### src/rtl/hla_pkg.sv
// Shared types and constants for the Huber loss accumulator.
package hla_pkg;

  localparam int unsigned SumW     = 48;
  localparam int unsigned CntW     = 17;
  localparam int unsigned LossW    = 31;
  localparam int unsigned DeltaW   = 15;
  localparam int unsigned DivSteps = SumW - 1;
  localparam int unsigned StepW    = $clog2(DivSteps);

  localparam logic [DeltaW-1:0] DeltaRst = 15'd4096;

  typedef struct packed {
    logic signed [15:0] predicted;
    logic signed [15:0] expected;
    logic               last;
  } in_item_t;

  typedef struct packed {
    logic [LossW-1:0] loss;
    logic [CntW-1:0]  pair_count;
    logic             overflow;
  } out_item_t;

  // controller -> datapath
  typedef struct packed {
    logic start;  // capture sum and count into the divider, clear the set
    logic step;   // one restoring division step
    logic load;   // move the quotient into the output register
  } hla_cmd_t;

  // datapath -> controller
  typedef struct packed {
    logic tail_done;  // last pair of the set has reached the accumulator
    logic out_free;   // output register can take a result this cycle
  } hla_stat_t;

endpackage

### src/rtl/huber_loss_accumulator.sv
// Top level of the Huber loss accumulator: controller plus datapath.
//
//   channel | direction | handshake      | payload
//   in_     | input     | valid / stall  | in_item_t  (predicted, expected, last)
//   out_    | output    | valid / stall  | out_item_t (loss, pair_count, overflow)
//   cfg_    | input     | valid / ready  | delta, 15 bits
//
// One pair per cycle while a set accumulates (three-stage term pipeline).
// A last pair closes the set: the term pipeline drains, then the start step and
// the one-bit-per-cycle restoring divider run, then the result is handed off;
// input stalls from the last request until that hand-off.
// The result sits in an output register; a result still stalled when the next
// set finishes holds that set's hand-off, and the input with it. Synchronous
// active-low reset clears sum, count and flags and sets delta to 1.0.
module huber_loss_accumulator import hla_pkg::*; #(
  parameter int unsigned MAX_COUNT = 65536
) (
  input  logic              clk,
  input  logic              rst_n,
  input  logic              in_valid,
  output logic              in_stall,
  input  in_item_t          in_data,
  output logic              out_valid,
  input  logic              out_stall,
  output out_item_t         out_data,
  input  logic              cfg_valid,
  output logic              cfg_ready,
  input  logic [DeltaW-1:0] cfg_data
);

  hla_cmd_t  cmd;
  hla_stat_t stat;
  logic      in_acc;

  assign in_acc    = in_valid && !in_stall;
  assign cfg_ready = 1'b1;

  hla_ctrl u_ctrl (
    .clk         (clk),
    .rst_n       (rst_n),
    .in_last_acc (in_acc && in_data.last),
    .stat        (stat),
    .cmd         (cmd),
    .in_stall    (in_stall)
  );

  hla_datapath #(
    .MAX_COUNT (MAX_COUNT)
  ) u_dp (
    .clk       (clk),
    .rst_n     (rst_n),
    .in_acc    (in_acc),
    .in_data   (in_data),
    .cfg_we    (cfg_valid && cfg_ready),
    .cfg_data  (cfg_data),
    .cmd       (cmd),
    .stat      (stat),
    .out_valid (out_valid),
    .out_stall (out_stall),
    .out_data  (out_data)
  );

endmodule

### src/rtl/hla_datapath.sv
// Datapath: error and Huber term pipeline, accumulator, serial divider, output register.
module hla_datapath import hla_pkg::*; #(
  parameter int unsigned MAX_COUNT = 65536
) (
  input  logic              clk,
  input  logic              rst_n,
  input  logic              in_acc,
  input  in_item_t          in_data,
  input  logic              cfg_we,
  input  logic [DeltaW-1:0] cfg_data,
  input  hla_cmd_t          cmd,
  output hla_stat_t         stat,
  output logic              out_valid,
  input  logic              out_stall,
  output out_item_t         out_data
);

  localparam logic [CntW-1:0] MaxCnt = CntW'(MAX_COUNT);

  logic [DeltaW-1:0] delta_r;
  logic [CntW-1:0]   count_r;
  logic              ovf_r;
  logic [SumW-1:0]   sum_r;

  logic              s1_add_r, s1_last_r;
  logic [16:0]       mul_a_r, mul_b_r;
  logic              s2_add_r, s2_last_r;
  logic [31:0]       term_r;

  logic [CntW-1:0]   div_r;
  logic              ovf_hold_r;
  logic [CntW-1:0]   rem_r;
  logic [SumW-2:0]   quo_r;

  logic              out_valid_r;
  out_item_t         out_r;

  logic signed [16:0] err;
  logic [16:0]        err_abs;
  logic [15:0]        mag;
  logic               quad;
  logic               keep;
  logic [16:0]        lin_b;
  logic [33:0]        prod;
  logic [CntW:0]      trial;
  logic               q_bit;

  always_comb begin
    err     = {in_data.predicted[15], in_data.predicted}
            - {in_data.expected[15], in_data.expected};
    err_abs = err[16] ? 17'(-err) : 17'(err);
    mag     = err_abs[15:0];
    quad    = ({1'b0, mag} <= {2'b00, delta_r});
    lin_b   = {mag, 1'b0} - {2'b00, delta_r};
    keep    = (count_r < MaxCnt);
    prod    = mul_a_r * mul_b_r;
    trial   = {rem_r, quo_r[SumW-2]};
    q_bit   = (trial >= {1'b0, div_r});
  end

  always_ff @(posedge clk) begin
    if (!rst_n) begin
      delta_r     <= DeltaRst;
      count_r     <= '0;
      ovf_r       <= 1'b0;
      sum_r       <= '0;
      s1_add_r    <= 1'b0;
      s1_last_r   <= 1'b0;
      s2_add_r    <= 1'b0;
      s2_last_r   <= 1'b0;
      out_valid_r <= 1'b0;
    end else begin
      if (cfg_we) begin
        delta_r <= cfg_data;
      end

      s1_add_r  <= in_acc && keep;
      s1_last_r <= in_acc && in_data.last;
      if (in_acc) begin
        if (keep) begin
          count_r <= count_r + 1'b1;
        end else begin
          ovf_r <= 1'b1;
        end
      end

      s2_add_r  <= s1_add_r;
      s2_last_r <= s1_last_r;

      if (cmd.start) begin
        sum_r   <= '0;
        count_r <= '0;
        ovf_r   <= 1'b0;
      end else if (s2_add_r) begin
        sum_r <= sum_r + {{(SumW-32){1'b0}}, term_r};
      end

      if (cmd.load) begin
        out_valid_r <= 1'b1;
      end else if (out_valid_r && !out_stall) begin
        out_valid_r <= 1'b0;
      end
    end
  end

  // payload registers
  always_ff @(posedge clk) begin
    if (in_acc) begin
      mul_a_r <= quad ? {1'b0, mag} : {2'b00, delta_r};
      mul_b_r <= quad ? {1'b0, mag} : lin_b;
    end
    term_r <= prod[31:0];

    if (cmd.start) begin
      // floor(sum / (2n)) == floor(floor(sum / 2) / n)
      div_r      <= count_r;
      ovf_hold_r <= ovf_r;
      rem_r      <= '0;
      quo_r      <= sum_r[SumW-1:1];
    end else if (cmd.step) begin
      rem_r <= q_bit ? CntW'(trial - {1'b0, div_r}) : trial[CntW-1:0];
      quo_r <= {quo_r[SumW-3:0], q_bit};
    end

    if (cmd.load) begin
      out_r.loss       <= quo_r[LossW-1:0];
      out_r.pair_count <= div_r;
      out_r.overflow   <= ovf_hold_r;
    end
  end

  assign stat.tail_done = s2_last_r;
  assign stat.out_free  = !out_valid_r || !out_stall;
  assign out_valid      = out_valid_r;
  assign out_data       = out_r;

endmodule

### src/rtl/hla_ctrl.sv
// Controller: sequences accumulation, drain, division and result hand-off.
module hla_ctrl import hla_pkg::*; (
  input  logic      clk,
  input  logic      rst_n,
  input  logic      in_last_acc,
  input  hla_stat_t stat,
  output hla_cmd_t  cmd,
  output logic      in_stall
);

  typedef enum logic [2:0] {
    ST_ACC,
    ST_DRAIN,
    ST_START,
    ST_DIV,
    ST_FIN
  } state_t;

  state_t           state_r;
  logic [StepW-1:0] step_r;

  always_ff @(posedge clk) begin
    if (!rst_n) begin
      state_r <= ST_ACC;
      step_r  <= '0;
    end else begin
      unique case (state_r)
        ST_ACC: begin
          if (in_last_acc) begin
            state_r <= ST_DRAIN;
          end
        end
        ST_DRAIN: begin
          // wait for the last pair to land in the sum
          if (stat.tail_done) begin
            state_r <= ST_START;
          end
        end
        ST_START: begin
          step_r  <= '0;
          state_r <= ST_DIV;
        end
        ST_DIV: begin
          step_r <= step_r + 1'b1;
          if (step_r == StepW'(DivSteps - 1)) begin
            state_r <= ST_FIN;
          end
        end
        ST_FIN: begin
          if (stat.out_free) begin
            state_r <= ST_ACC;
          end
        end
        default: state_r <= ST_ACC;
      endcase
    end
  end

  assign cmd.start = (state_r == ST_START);
  assign cmd.step  = (state_r == ST_DIV);
  assign cmd.load  = (state_r == ST_FIN) && stat.out_free;
  assign in_stall  = (state_r != ST_ACC);

endmodule

### config.mk
export PLATFORM = sky130hd
export DESIGN_NAME = huber_loss_accumulator
export DESIGN_NICKNAME = d
export VERILOG_FILES = /design/src/rtl/hla_pkg.sv /design/src/rtl/huber_loss_accumulator.sv /design/src/rtl/hla_datapath.sv /design/src/rtl/hla_ctrl.sv
export SDC_FILE = /design/constraint.sdc
export NUM_CORES = 1
export LEC_CHECK = 0
export BUFFER_PORTS_ARGS = -buffer_cell sky130_fd_sc_hd__buf_2
export CAP_MARGIN = 20
export CELL_PAD_IN_SITES_DETAIL_PLACEMENT = 0
export CELL_PAD_IN_SITES_GLOBAL_PLACEMENT = 1
export CORE_MARGIN = 1
export CORE_UTILIZATION = 45
export DETAILED_ROUTE_END_ITERATION = 8
export GPL_ROUTABILITY_DRIVEN = 0
export PLACE_DENSITY_LB_ADDON = 0.1
export SYNTH_ARGS = -nofsm -noshare
export SYNTH_HDL_FRONTEND = slang
export SYNTH_HIERARCHICAL = 1
export SYNTH_SLANG_ARGS = --single-unit
### constraint.sdc
create_clock -name clk -period 6.5 [get_ports clk]
set_input_delay 0.325 -clock clk [delete_from_list [all_inputs] [get_ports clk]]
set_output_delay 0.325 -clock clk [all_outputs]
set_load 0.005 [all_outputs]
==> results.sh <==
export IMPL_outcome="finished clean"
export IMPL_final_nets=3075
export IMPL_fin_cells=3324
export IMPL_worstPathArrival_ns=6.71
export IMPL_finalCoreUtilization_pct=50.8
export IMPL_syn_area_per_cell_um2=9.62
export IMPL_grt_pass1_wl_um=92500
export IMPL_synthDistinctLibCells=78
export IMPL_worstMarginPinSlew_ns=0.902
export IMPL_start_kind="flop"
export IMPL_drive_gt1_share_pct=11.1
export IMPL_grt_pass1_vias=18000
export IMPL_n_antenna_cell=0
export IMPL_htreeDepth=2
export IMPL_slew_headroom_pct=39.8
export IMPL_finalHoldViolCount=0
export IMPL_core_area_um2=52700
export IMPL_grt_use_total_pct=21.6
export IMPL_final_antenna_net_count=0
export IMPL_wirelength_um=56700
export IMPL_wl_per_cell_um=17.1
export IMPL_firstDrtPassIters=5
export IMPL_clock_skew_ns=0.0247
export IMPL_period_needed_ns=6.23
export IMPL_synth_edff_count=146
export IMPL_viasPerCell=5.24
export IMPL_yosysSeqAreaShare_pct=30.3
export IMPL_clock_fmax_ghz=0.161
export IMPL_fin_setup_tns_ns=0
export IMPL_syn_inst=2496
export IMPL_route_top_layer_used="met5"
export IMPL_port_buffers=103
export IMPL_wl_met2_um=27500
export IMPL_maxCapViolCount=0
export IMPL_antenna_found_initial=1
export IMPL_ys_seq_elements=290
export IMPL_cts_root_buf="clkbuf_16"
export IMPL_dpl_cell_count=3249
export IMPL_cts_buffers=35
export IMPL_final_cell_mix="inv_1 (344), nand2_1 (269), fa_1 (212), ha_1 (201), edfxtp_1 (146)"
export IMPL_die_area_um2=54300
export IMPL_finalCritPeriodShare_pct=95.8
export IMPL_path_clk_slew_ns=0.06
export IMPL_hold_class="input port to flop"
export IMPL_end_kind="flop"
export IMPL_cts_sinks=290
export IMPL_crit_required_ns=6.98
export IMPL_cp_max_fo=7
export IMPL_vias=17400
export IMPL_setup_viol=0
export IMPL_netlist_area_um2=24000
export IMPL_synth_fp_nets=2962
export IMPL_met1_length_um=26000
export IMPL_area_delta_synth_final_pct=11.5
export IMPL_cts_tree="done"
export IMPL_dieHeight_um=233
export IMPL_final_common_cell="inv_1"
export IMPL_rows=84
export IMPL_slew_viol_final=0
export IMPL_die_w_um=233
export IMPL_worst_slack_ns=0.274
export IMPL_synth_warnings=6
export IMPL_criticalPathCategory="flop to flop"
export IMPL_clock_path_buffers=3
export IMPL_dr_first_iter_drc_count=909
export IMPL_hpwlAfterDp_um=44900
export IMPL_clock_latency_ns=0.56
export IMPL_wl_met3_um=1720
export IMPL_grt_max_degree=71
export IMPL_drc=0
export IMPL_async_flop_share_pct=0
export IMPL_pin_count=105
export IMPL_synthFlopType="edfxtp_1"
export IMPL_start_util_pct=45.6
export IMPL_post_place_ws_ns=0.0227
export IMPL_globalRouteOverflowTotal=0
critical path, cell delays in order (launching register included):
cell      delay (ns)
edfxtp_1        0.50
buf_4           0.21
and2_1          0.18
fa_1            0.53
inv_1           0.06
fa_1            0.53
inv_1           0.05
fa_1            0.52
fa_1            0.45
fa_1            0.55
inv_1           0.05
fa_1            0.53
inv_1           0.04
ha_1            0.23
or3_1           0.31
o31a_1          0.27
o31ai_4         0.25
a21oi_2         0.11
nor2_2          0.18
o211ai_1        0.14
a2111o_1        0.40
o211ai_1        0.09
logic make-up (layout without fill, tap and decap cells):
logic type,Yosys count,count (layout),share of synthesized area (%)
simple gates,742,742,15.1
flops,290,290,30.3
xor+xnor,108,108,3.94
mux,98,98,4.38
compound gates,407,407,11.1
fa+ha+maj,413,413,28.2
other cells,2,2,0.0313
buf+inv,436,576,7.01
per-layer routing:
layer	vias up	global-route usage, %
li1	8569	-
met1	8527	27.6
met2	241	37.8
met3	80	2.51
met4	2	6.82
met5	-	0
per-stage QoR:
stage          instance area [µm²]  hold slack [ns]
2_1_floorplan                24000            0.400
3_3_place_gp                 25400            0.408
3_5_place_dp                 25400            0.410
4_1_cts                      26700           0.0123
5_1_grt                      26800           0.0534
6_report                     26800           0.0499
sequential cells by signal, indices dropped and copies added (netlist names), 6 cells and up:
signal         flops
u_dp/sum_r        48
u_dp/count_r      17
u_dp/delta_r      15
u_dp/mul_b_r      17
u_dp/rem_r        17
u_dp/term_r       32
u_dp/mul_a_r      15
u_dp/out_data     49
u_dp/quo_r        47
u_dp/div_r        17
u_ctrl/step_r      6
layout make-up:
type | count | area, µm²
fillers | 4917 | 25900
multi-input cells | 1770 | 15100
flip-flops and latches | 290 | 7270
inverters | 344 | 1290
clock buffers | 48 | 1040
repair buffers | 168 | 1030
well taps | 688 | 861
clock inverters | 16 | 175
path summary, 6_finish.rpt:
check,endpoint,startpoint,cells after the start,slack [ns]
min reg2reg,u_dp/out_data[0],u_dp/ovf_hold_r,0,0.41
min,u_dp/delta_r[11],cfg_data[11],3,0.05
max reg2reg,u_dp/term_r[31],u_dp/mul_b_r[7],21,0.27
max,u_dp/term_r[31],u_dp/mul_b_r[7],21,0.27
cell usage after synthesis (all sizes together) (27+ instances only):
| master | count | area (µm²) |
|---|---|---|
| ha | 201 | 2510 |
| inv | 344 | 1290 |
| a21o | 47 | 353 |
| nor3 | 29 | 145 |
| xor2 | 41 | 359 |
| nand2 | 269 | 1010 |
| nand3 | 39 | 195 |
| dfxtp | 144 | 2880 |
| clkbuf | 76 | 287 |
| mux2i | 52 | 533 |
| o21ai | 100 | 500 |
| nor2 | 124 | 465 |
| xnor2 | 67 | 587 |
| fa | 212 | 4240 |
| a21oi | 97 | 489 |
| edfxtp | 146 | 4380 |
| and2 | 119 | 744 |
| nor2b | 37 | 231 |
| nand2b | 33 | 214 |
| a211oi | 28 | 215 |
| mux2 | 46 | 518 |
| o21a | 27 | 203 |
repair_timing:
action,4_1_cts,5_1_grt
setup buffers,0,10
hold buffers,1,0
setup endpoints to repair,0,8
hold endpoints to repair,1,0
gates resized for setup,0,6
Power is left out: the tool's default activity adds up to more than one toggle a clock period on the data nets, which glitch-free logic cannot reach.
